File: config.mk
export PLATFORM = sky130hd
export DESIGN_NAME = interval_timer_three_counter
export DESIGN_NICKNAME = d
export VERILOG_FILES = /design/src/rtl/itc_pkg.sv /design/src/rtl/interval_timer_three_counter.sv
export SDC_FILE = /design/constraint.sdc
export NUM_CORES = 1
export LEC_CHECK = 0
export BUFFER_PORTS_ARGS = -buffer_cell sky130_fd_sc_hd__buf_4
export CAP_MARGIN = 25
export CORE_ASPECT_RATIO = 0.9
export CORE_MARGIN = 2
export CORE_UTILIZATION = 55
export CTS_BUF_LIST = sky130_fd_sc_hd__clkbuf_16
export CTS_CLUSTER_DIAMETER = 30
export DETAILED_ROUTE_END_ITERATION = 10
export PLACE_DENSITY = 0.83
export SETUP_SLACK_MARGIN = 0.02
export SLEW_MARGIN = 20
export SYNTH_ARGS = -nofsm -noshare
export SYNTH_HDL_FRONTEND = slang
export SYNTH_SLANG_ARGS = --single-unit
File: constraint.sdc
create_clock -name i_clk -period 12.11 [get_ports i_clk]
set_clock_uncertainty 0.15 [all_clocks]
set_input_delay 0.6055 -clock i_clk [delete_from_list [all_inputs] [get_ports i_clk]]
set_output_delay 0.6055 -clock i_clk [all_outputs]
set_load 0.005 [all_outputs]
File: src/rtl/itc_pkg.sv
// Package for the three-counter interval timer: field widths, request and
// mode codes, and the register map of the configuration port.
// No dependencies.
package itc_pkg;

    localparam int NUM_CNT    = 3;
    localparam int RELOAD_W   = 17;
    localparam int COUNT_W    = 18;
    localparam int LATCH_W    = 16;
    localparam int STEP_W     = 8;
    localparam int CALC_W     = 20;

    localparam logic [STEP_W-1:0] TICK_DEC_RESET = 8'd25;
    localparam logic [RELOAD_W-1:0] RELOAD_FULL  = 17'h10000;
    localparam logic signed [COUNT_W-1:0] COUNT_MIN = -18'sd131072;

    typedef enum logic [1:0] {
        REQ_WRITE = 2'd0,
        REQ_READ  = 2'd1,
        REQ_TICK  = 2'd2
    } t_req_e;

    // Access field of the control word.
    localparam logic [1:0] ACC_LATCH = 2'd0;
    localparam logic [1:0] ACC_MSB   = 2'd1;
    localparam logic [1:0] ACC_LSB   = 2'd2;
    localparam logic [1:0] ACC_WORD  = 2'd3;

    // Count mode codes; of these only one-shot does not count.
    localparam logic [2:0] MODE_TERMINAL = 3'd0;
    localparam logic [2:0] MODE_ONESHOT  = 3'd1;
    localparam logic [2:0] MODE_RATE     = 3'd2;
    localparam logic [2:0] MODE_SQUARE   = 3'd3;

    localparam logic [1:0] CTRL_PORT = 2'd3;
    localparam logic [1:0] SEL_NONE  = 2'd3;

    localparam int PADDR_W = 3;
    localparam logic [PADDR_W-1:0] ADDR_TICK_DEC = 3'd0;

endpackage

File: src/rtl/interval_timer_three_counter.sv
// Top level of the three-counter interval timer: request register, one pass
// of update logic over the three counters, result register, and APB config.
// Depends on itc_pkg.
//
//  channel   | handshake                         | payload
//  ----------+-----------------------------------+----------------------------------
//  request   | start in, busy out (always low)   | i_req_type, i_port, i_wdata
//  result    | o_done strobe, one cycle          | o_rdata, o_irq0, o_out_zero/one/two,
//            |                                   | o_speaker_gate, o_speaker_update
//  config    | psel, penable, pwrite, pready     | paddr, pwdata, prdata
//
// A request is registered at the edge that accepts it; the next cycle runs the
// counter update logic, whose result is registered in the result register and
// strobed on o_done. A new request can be taken every cycle.
// Synchronous active-low reset clears all counter state and sets the tick
// decrement to 25. The receiver cannot stall, so busy stays low.
module interval_timer_three_counter
    import itc_pkg::*;
(
    input  logic                i_clk,
    input  logic                i_rst_n,
    input  logic                start,
    output logic                busy,
    input  logic [1:0]          i_req_type,
    input  logic [1:0]          i_port,
    input  logic [7:0]          i_wdata,
    output logic                o_done,
    output logic [7:0]          o_rdata,
    output logic                o_irq0,
    output logic                o_out_zero,
    output logic                o_out_one,
    output logic                o_out_two,
    output logic                o_speaker_gate,
    output logic                o_speaker_update,
    input  logic                psel,
    input  logic                penable,
    input  logic                pwrite,
    input  logic [PADDR_W-1:0]  paddr,
    input  logic [31:0]         pwdata,
    output logic [31:0]         prdata,
    output logic                pready
);

    // Request register.
    logic                r_valid;
    t_req_e              r_req;
    logic [1:0]          r_port;
    logic [7:0]          r_wdata;

    logic [STEP_W-1:0]   r_tick_dec;

    // Counter state.
    logic [RELOAD_W-1:0]       r_reload [NUM_CNT];
    logic signed [COUNT_W-1:0] r_count  [NUM_CNT];
    logic [LATCH_W-1:0]        r_latch  [NUM_CNT];
    logic [1:0]                r_access [NUM_CNT];
    logic [2:0]                r_cmode  [NUM_CNT];
    logic                      r_bcd    [NUM_CNT];
    logic                      r_toggle [NUM_CNT];
    logic                      r_run    [NUM_CNT];
    logic                      r_out    [NUM_CNT];

    logic [RELOAD_W-1:0]       n_reload [NUM_CNT];
    logic signed [COUNT_W-1:0] n_count  [NUM_CNT];
    logic [LATCH_W-1:0]        n_latch  [NUM_CNT];
    logic [1:0]                n_access [NUM_CNT];
    logic [2:0]                n_cmode  [NUM_CNT];
    logic                      n_bcd    [NUM_CNT];
    logic                      n_toggle [NUM_CNT];
    logic                      n_run    [NUM_CNT];
    logic                      n_out    [NUM_CNT];

    // Result register.
    logic                r_done;
    logic [7:0]          r_rdata;
    logic                r_irq0;
    logic                r_gate;
    logic                r_upd;
    logic [7:0]          n_rdata;
    logic                n_irq0;
    logic                n_gate;
    logic                n_upd;

    logic                cfg_wr;

    function automatic logic signed [COUNT_W-1:0] sat_low(
        input logic signed [CALC_W-1:0] v
    );
        logic signed [CALC_W-1:0] lim;
        lim = CALC_W'(COUNT_MIN);
        return (v < lim) ? COUNT_MIN : v[COUNT_W-1:0];
    endfunction

    assign busy   = 1'b0;
    assign pready = 1'b1;
    assign cfg_wr = psel && penable && pwrite;
    assign prdata = (paddr[PADDR_W-1:2] == ADDR_TICK_DEC[PADDR_W-1:2])
                  ? {{(32-STEP_W){1'b0}}, r_tick_dec} : 32'd0;

    always_comb begin
        logic [1:0]                sel;
        logic [1:0]                rl;
        logic [2:0]                mode;
        logic                      loaded;
        logic [RELOAD_W-1:0]       wreload;
        logic [STEP_W:0]           step;
        logic signed [CALC_W-1:0]  ext_cnt;
        logic signed [CALC_W-1:0]  diff;
        logic signed [COUNT_W-1:0] after;

        n_reload = r_reload;
        n_count  = r_count;
        n_latch  = r_latch;
        n_access = r_access;
        n_cmode  = r_cmode;
        n_bcd    = r_bcd;
        n_toggle = r_toggle;
        n_run    = r_run;
        n_out    = r_out;
        n_rdata  = 8'd0;
        n_irq0   = 1'b0;
        n_gate   = 1'b0;
        n_upd    = 1'b0;

        sel    = r_wdata[7:6];
        rl     = r_wdata[5:4];
        mode   = r_wdata[3:1];
        // Codes six and seven alias to modes two and three.
        if (mode[1]) begin
            mode[2] = 1'b0;
        end
        loaded  = 1'b0;
        wreload = r_reload[r_port];
        step    = '0;
        ext_cnt = '0;
        diff    = '0;
        after   = '0;

        if (r_valid) begin
            unique case (r_req)
                REQ_WRITE: begin
                    if (r_port != CTRL_PORT) begin
                        case (r_access[r_port])
                            ACC_MSB: begin
                                n_reload[r_port] = {1'b0, r_wdata, 8'd0};
                                n_run[r_port]    = 1'b1;
                                loaded           = 1'b1;
                            end
                            ACC_LSB: begin
                                n_reload[r_port] = {9'd0, r_wdata};
                                n_run[r_port]    = 1'b1;
                                loaded           = 1'b1;
                            end
                            ACC_WORD: begin
                                if (!r_toggle[r_port]) begin
                                    n_reload[r_port] = {1'b0, wreload[15:8], r_wdata};
                                end else begin
                                    n_count[r_port] = {2'b00, r_wdata, wreload[7:0]};
                                    // A zero word loads the full 65536 count.
                                    n_reload[r_port] = ({r_wdata, wreload[7:0]} == 16'd0)
                                                     ? RELOAD_FULL
                                                     : {1'b0, r_wdata, wreload[7:0]};
                                    n_run[r_port] = 1'b1;
                                    loaded        = 1'b1;
                                end
                                n_toggle[r_port] = !r_toggle[r_port];
                            end
                            default: begin
                            end
                        endcase
                        if (loaded) begin
                            if (r_cmode[r_port] <= MODE_ONESHOT) begin
                                n_out[r_port] = 1'b0;
                            end else if (r_cmode[r_port] <= MODE_SQUARE) begin
                                n_out[r_port] = 1'b1;
                            end
                        end
                    end else if (sel != SEL_NONE) begin
                        if (rl == ACC_LATCH) begin
                            n_latch[sel] = r_count[sel][LATCH_W-1:0];
                        end else begin
                            n_access[sel] = rl;
                            n_cmode[sel]  = mode;
                            n_bcd[sel]    = r_wdata[0];
                        end
                        n_toggle[sel] = 1'b0;
                    end
                end
                REQ_READ: begin
                    if (r_port == CTRL_PORT) begin
                        n_rdata = 8'hFF;
                    end else if (r_access[r_port] == ACC_MSB) begin
                        n_rdata = r_latch[r_port][15:8];
                    end else if (r_access[r_port] == ACC_LSB) begin
                        n_rdata = r_latch[r_port][7:0];
                    end else begin
                        n_rdata = r_toggle[r_port] ? r_latch[r_port][15:8]
                                                   : r_latch[r_port][7:0];
                        n_toggle[r_port] = !r_toggle[r_port];
                    end
                end
                REQ_TICK: begin
                    // Outside square-wave mode the speaker gate is forced low.
                    if (r_cmode[2] != MODE_SQUARE) begin
                        n_upd = 1'b1;
                    end
                    for (int i = 0; i < NUM_CNT; i++) begin
                        step    = (r_cmode[i] == MODE_SQUARE) ? {r_tick_dec, 1'b0}
                                                              : {1'b0, r_tick_dec};
                        ext_cnt = CALC_W'(r_count[i]);
                        diff    = ext_cnt - $signed({{(CALC_W-STEP_W-1){1'b0}}, step});
                        after   = sat_low(diff);
                        if (r_run[i]) begin
                            case (r_cmode[i])
                                MODE_TERMINAL: begin
                                    if (after <= 0) begin
                                        n_count[i] = '0;
                                        n_out[i]   = 1'b1;
                                        if (i == 0) begin
                                            n_irq0 = 1'b1;
                                        end
                                    end else begin
                                        n_count[i] = after;
                                    end
                                end
                                MODE_RATE, MODE_SQUARE: begin
                                    if (after <= 0) begin
                                        n_out[i] = !r_out[i];
                                        if (i == 0 && (r_cmode[i] == MODE_RATE || r_out[i])) begin
                                            n_irq0 = 1'b1;
                                        end
                                        if (i == 2 && r_cmode[i] == MODE_SQUARE) begin
                                            n_upd  = 1'b1;
                                            n_gate = (r_reload[i] <
                                                      {{(RELOAD_W-STEP_W-1){1'b0}}, step})
                                                   ? 1'b0 : !r_out[i];
                                        end
                                        n_count[i] = sat_low(CALC_W'(after) +
                                            $signed({{(CALC_W-RELOAD_W){1'b0}}, r_reload[i]}));
                                    end else begin
                                        n_count[i] = after;
                                    end
                                end
                                default: begin
                                end
                            endcase
                        end
                    end
                end
                default: begin
                end
            endcase
        end
    end

    always_ff @(posedge i_clk) begin
        if (!i_rst_n) begin
            r_valid    <= 1'b0;
            r_done     <= 1'b0;
            r_tick_dec <= TICK_DEC_RESET;
            for (int i = 0; i < NUM_CNT; i++) begin
                r_reload[i] <= '0;
                r_count[i]  <= '0;
                r_latch[i]  <= '0;
                r_access[i] <= '0;
                r_cmode[i]  <= '0;
                r_bcd[i]    <= 1'b0;
                r_toggle[i] <= 1'b0;
                r_run[i]    <= 1'b0;
                r_out[i]    <= 1'b0;
            end
        end else begin
            r_valid <= start;
            r_done  <= r_valid;
            if (cfg_wr && paddr[PADDR_W-1:2] == ADDR_TICK_DEC[PADDR_W-1:2]) begin
                r_tick_dec <= pwdata[STEP_W-1:0];
            end
            r_reload <= n_reload;
            r_count  <= n_count;
            r_latch  <= n_latch;
            r_access <= n_access;
            r_cmode  <= n_cmode;
            r_bcd    <= n_bcd;
            r_toggle <= n_toggle;
            r_run    <= n_run;
            r_out    <= n_out;
        end
    end

    always_ff @(posedge i_clk) begin
        r_req   <= t_req_e'(i_req_type);
        r_port  <= i_port;
        r_wdata <= i_wdata;
        r_rdata <= n_rdata;
        r_irq0  <= n_irq0;
        r_gate  <= n_gate;
        r_upd   <= n_upd;
    end

    assign o_done           = r_done;
    assign o_rdata          = r_rdata;
    assign o_irq0           = r_irq0;
    assign o_out_zero       = r_out[0];
    assign o_out_one        = r_out[1];
    assign o_out_two        = r_out[2];
    assign o_speaker_gate   = r_gate;
    assign o_speaker_update = r_upd;

endmodule
# Word level (Yosys, flattened, before mapping)
# Index checks and enable logic that the tools add are counted.
# op_classes
addsub,6
n_mul,0
div_mod_pow,0
magnitude_cmp,16
n_eq_ne,38
shifts,0
mux,115
n_bitwise,17
n_reduce_logical,39
# op_table
op,count
$mux W18,16
$bwmux W51,4
$mux W54,3
$pmux W51 S3,1
$lt A19 B18 Y1 const B,6
$mux W16,7
$pmux W18 S2,3
$pmux W54 S2,1
$add A18 B18 Y19,3
$sub A18 B10 Y19,3
$bwmux W54,1
$le A18 B1 Y1 const B,3
$mux W51,1
$bwmux W48,1
$mux W3,14
$mux W8,5
$bmux W18 S2,1
$demux W18 S2,1
$bmux W17 S2,1
$demux W17 S2,1
$mux W17,2
$bmux W16 S2,1
$demux W16 S2,1
$reduce_and A7 Y1,4
47 further kinds,147
# totals
reg_bits,210
latchBits,0
ramBits,0
romBits,0
in_bits,53
out_inout_bits,49
mem_count,0

# Logic depth before layout (Yosys ltp)
# depth
ltp_word,13
ltp_mapped,30

# Least setup slack after synthesis
# No wires, ideal clock.
# synth_timing
path_type,register -> register
from,register r_cmode[0] (netlist name)
to,register r_count[17] (netlist name)
setup_time_ns,0.074
arrival_time_ns,5.890
t_required_ns,11.886
slack_ns,5.996
path_stages_with_launch,28
path_buffers,4
synth_period_minus_slack_ns,6.114
cell_sequence,dfxtp_1 > buf_4 > nand3b_2 > buf_4 > buf_2 > mux2i_1 > ha_1 > a21o_1 > maj3_2 > a221o_1 > a211oi_1 > mux2_2 > nor2_1 > clkbuf_1 > nor2_1 > ha_1 > inv_1 > fa_1 > nor2b_1 > o31a_1 > o221ai_1 > a31oi_1 > nand4_1 > nand4b_1 > a21oi_1 > o21bai_1 > a221o_1 > o21ai_0
# synth_between
elab_chain_cells,12
# synth_rtl
item,line_no,source
from (decl),interval_timer_three_counter.sv:57,logic [2:0] r_cmode [NUM_CNT];
from (signal assigned),interval_timer_three_counter.sv:282,r_cmode <= n_cmode;
$eq A3 B2 Y1,"interval_timer_three_counter.sv:208, interval_timer_three_counter.sv:214",
$mux W9,interval_timer_three_counter.sv:208,"step = (r_cmode[i] == MODE_SQUARE) ? {r_tick_dec, 1'b0}"
$sub A18 B10 Y19,interval_timer_three_counter.sv:211,"diff = ext_cnt - $signed({{(CALC_W-STEP_W-1){1'b0}}, step});"
$lt A19 B18 Y1,interval_timer_three_counter.sv:91,return (v < lim) ? COUNT_MIN : v[COUNT_W-1:0];
$mux W18,interval_timer_three_counter.sv:91,
$add A18 B18 Y19,interval_timer_three_counter.sv:238,n_count[i] = sat_low(CALC_W'(after) +
$lt A19 B18 Y1,interval_timer_three_counter.sv:91,
$mux W18,interval_timer_three_counter.sv:91,
$mux W18,interval_timer_three_counter.sv:227,if (after <= 0) begin
$pmux W18 S2,interval_timer_three_counter.sv:214,case (r_cmode[i])
$mux W18,interval_timer_three_counter.sv:213,if (r_run[i]) begin
$pmux W54 S2,interval_timer_three_counter.sv:140,unique case (r_req)
to (signal assigned),interval_timer_three_counter.sv:279,r_count <= n_count;
to (decl),interval_timer_three_counter.sv:54,logic signed [COUNT_W-1:0] r_count [NUM_CNT];
# Several ways; a longest one is shown, not always the timed one. The select of a mux whose other input is x is not followed.
# A chain may end at the register's enable or synchronous reset.

# Worst setup path in the final report
# layout_timing
from,register r_cmode[7] (netlist name)
to,register r_count[46] (netlist name)
# The elaborated chain is that of the path after synthesis.

==> key figures <==
Run status
  • Status: finished clean

Drt
  • Post-route ant nets: 0
  • Final WL: 57790 um
  • # DRC: 0
  • DRT Pass-1 Iters: 6
  • Drt via density: 6.674
  • WL/cell: 21.90 um
  • Vias after detailed routing: 17614
  • Initial drt markers: 2412

Setup path
  • Crit path from: r_cmode[7]
  • Reg-to-reg slack, setup: 4.25 ns
  • Crit start category: register
  • Crit Path Max Fanout: 10
  • Worst Setup Path Type: reg2reg
  • CP Data Required Time: 12.42 ns
  • Crit path DAT: 8.17 ns
  • Crit path to: r_count[46]
  • Reg2reg end: r_count[46]
  • RR Startpoint: r_cmode[7]
  • Crit. End Element: register
  • Worst Reg2Reg Path Length in Cells: 26

Synth
  • Mapped Cells: 2197
  • Main synth FF type: dfxtp_1
  • Share of the synthesized area in the top cell type: 0.2541
  • Post-synthesis sequential area ratio: 0.2541
  • Post-synthesis compound-gate area fraction: 0.2778
  • Post-synthesis mux area share: 0.05891
  • Ys async rst share: 0
  • Adder-cell share of the synthesized area: 0.07146
  • Synthesized flop and latch total: 210
  • Simple logic cell fraction of the synthesized area: 0.2350
  • Largest family of logic cells by synthesized area: compound AO/OA/AOI/OAI gates
  • EDFF count, synth: 0
  • XOR/XNOR Fraction of Synth Area: 0.04182
  • Synth area leaders: dfxtp_1 (25%), ha_1 (6.0%), nand2_1 (5.7%), a21oi_1 (5.4%), mux2i_1 (5.1%)
  • Syn_area_per_cell: 7.531 um2
  • Unique masters post-synth: 89
  • Synth warnings: 0
  • Synth area leader: dfxtp_1
  • Synthesized area: 16550 um2

STA
  • Achievable Freq: 127.2 MHz
  • Tmin final: 7.863 ns
  • Least-Margin Pin Slew: 1.094 ns
  • Setup_tns: 0 ns
  • Count of final setup violators: 0
  • Slew HR: 0.2696
  • Fin. max-slew vios: 0
  • Final period utilization: 0.6493
  • Final Hold Violating Endpoints: 0
  • Worst hold margin: 0.1004 ns
  • Unrepaired setup endpoints after global routing: false

Power
  • PwrDens: 128.8 nW/um2
  • Pint: 1.834 mW
  • Sw frac: 0.2533
  • Total power: 2.456 mW
  • Sequential share of power: 0.289
  • Comb power frac: 0.083
  • Lkg Pwr: 8.080 nW
  • Psw: 622.0 uW
  • Clock power share: 0.628
  • Worst VDD drop: 0.09127 mV

Floorplanning
  • DIE HEIGHT: 168.5 um
  • Die area: 31490 um2
  • Core area: 29730 um2
  • Top Ports: 102
  • Core Rows: 60
  • Initial core utilization: 0.5566
  • Die width: 186.8 um

GRT
  • Vias in the first global route: 16276
  • Pin count of the biggest net entering global routing: 75
  • First-pass GRT wire length: 89630 um
  • Initial antenna violation count: 0
  • GRT Util Overall: 0.3554
  • Congestion Overflow GR: 0

Clocking
  • Worst skew pair latency: 0.58 ns
  • Reg clk slew, reported paths: 0.05 ns
  • Total CTS buffers: 52
  • CTS H-tree lvls: 2
  • Sink Count: 210
  • TritonCTS clock tree: built
  • Clock root buffer master: clkbuf_16
  • Post_cts resized: 0
  • CTS Buffer Depth: 3

Place
  • Final HPWL from detailed placement: 40760 um
  • GP Congestion: 1.023
  • IO Port Bufs: 49
  • Placed cell areas: 17020 um2

Layout
  • Utilization after layout: 0.6412
  • Fraction of layout cells with a size suffix above 1: 0.09839
  • # diodes: 0
  • Layout Nets: 2332
  • Filler Cell Count: 2511
  • Area added between synthesis and finish: 15.21%
  • Design Area, Final: 19060 um2

Flow run
  • MaxCap Viol Count: 0

Hold path
  • Hold Path Class: in2reg
## area by class of cell
class	count	area [um2]	area share
multi-input combinational	1780	11470	0.6017
sequential	210	4207	0.2207
clock buffer	52	1301	0.06826
timing repair buffer	96	762.0	0.03997
clock inverter	45	619.3	0.03249
tap	403	504.2	0.02645
inverter	53	198.9	0.01044
## how the worst min path moves through the flow
| stage | endpoint | start | slack (ns) | cells past startpoint |
|---|---|---|---|---|
| after CTS | r_valid | start | 0.08 | 2 |
| after global routing | r_valid | start | 0.10 | 2 |
| after global placement | r_run[1] | r_run[1] | 0.32 | 2 |
| after floorplan | r_run[1] | r_run[1] | 0.30 | 2 |
| final | r_tick_dec[0] | pwdata[0] | 0.10 | 3 |
| after detailed placement | r_latch[5] | r_latch[5] | 0.34 | 1 |
## synth_stat cells, types with 24 or more instances
library cell,count
nand2_1,253
dfxtp_1,210
nor2_1,184
a21oi_1,177
o21ai_0,152
clkbuf_1,130
nor2b_1,93
mux2i_1,85
ha_1,80
o211a_1,53
xnor2_1,53
inv_1,50
nor3_1,47
nand3_1,46
o211ai_1,46
a31oi_1,45
buf_4,29
xor2_1,26
a21o_1,25
a22oi_1,24
o31ai_1,24
## per-layer routing
layer,up-vias,share of wire,GRT usage
li1,7979,-,-
met4,0,0.055,0.1801
met3,237,0.12,0.07962
met2,1163,0.42,0.5368
met1,8235,0.41,0.4774
met5,-,0,0
## state kept, by name, indices dropped and copies added (netlist names), 2 cells and up, named ones only
| name | cells |
|---|---|
| r_tick_dec | 8 |
| r_toggle | 3 |
| r_req | 2 |
| r_run | 3 |
| r_port | 2 |
| o_rdata | 8 |
| r_wdata | 8 |
| r_count | 54 |
| r_reload | 51 |
| r_cmode | 9 |
| r_access | 6 |
| r_latch | 48 |
## cells by family after synthesis
logic type                 after synthesis
xor gates and xnor gates                79
buffers and inverters                  231
muxes                                   96
DFF                                    210
adders and majority gates               92
and+or+nand+nor                        793
other                                    2
AOI/OAI and AO/OA                      694
## cells in the final DEF, fill, tap and decap left out, types with 22 or more instances in the layout
cell / count
a21o_1: 25
a221oi_1: 23
buf_4: 82
xnor2_1: 53
a31oi_1: 45
o31ai_1: 24
nand2_1: 253
nor3_1: 44
a21oi_1: 177
nor2b_1: 92
nand2b_1: 23
a22oi_1: 24
conb_1: 26
inv_1: 52
o211a_1: 53
nand3_1: 46
dfxtp_1: 208
xor2_1: 26
o211ai_1: 46
nor2_1: 182
clkbuf_16: 52
o21ai_0: 152
mux2i_1: 85
a211oi_1: 22
ha_1: 80
## worst max-delay path: stages, from the launching register on
cell,delay [ns]
dfxtp_1,0.36
inv_1,0.08
nor2_1,0.21
nand2_1,0.32
mux2i_1,0.25
ha_1,0.32
nor2b_1,0.11
o21ai_0,0.12
a21oi_1,0.41
o21ai_0,0.25
o211ai_1,0.51
mux2i_1,0.18
nor2_1,0.44
buf_4,0.27
nor2_1,0.06
ha_1,0.20
inv_1,0.08
fa_1,0.23
nor2b_1,0.06
o21ai_0,0.23
a21boi_0,0.20
o211ai_1,0.38
a31oi_1,0.19
o41ai_1,0.70
nor4b_2,0.94
nor4_1,0.13
o311a_1,0.37
## metrics by stage
stage | instances | worst slack (ns)
floorplan | 2221 | 5.996
global placement | 2526 | 4.535
detailed placement | 2530 | 4.507
CTS | 2639 | 4.503
global route | 2639 | 3.842
finish | 2639 | 4.247
## repair_timing
item / CTS / global route
buffers inserted: 0 / 0
endpoints found under the hold margin: 12 / 0
hold buffers: 12 / 0
## power groups by stage
stage	Sequential [mW]	Combinational (mW)	Clock, mW
final	0.711	0.204	1.54
after global routing	0.710	0.219	1.58
after CTS	0.710	0.197	1.54
after detailed placement	0.723	0.192	0
after global placement	0.722	0.188	0
after floorplan	0.714	0.148	0
Power figures use the tool's default switching activity.
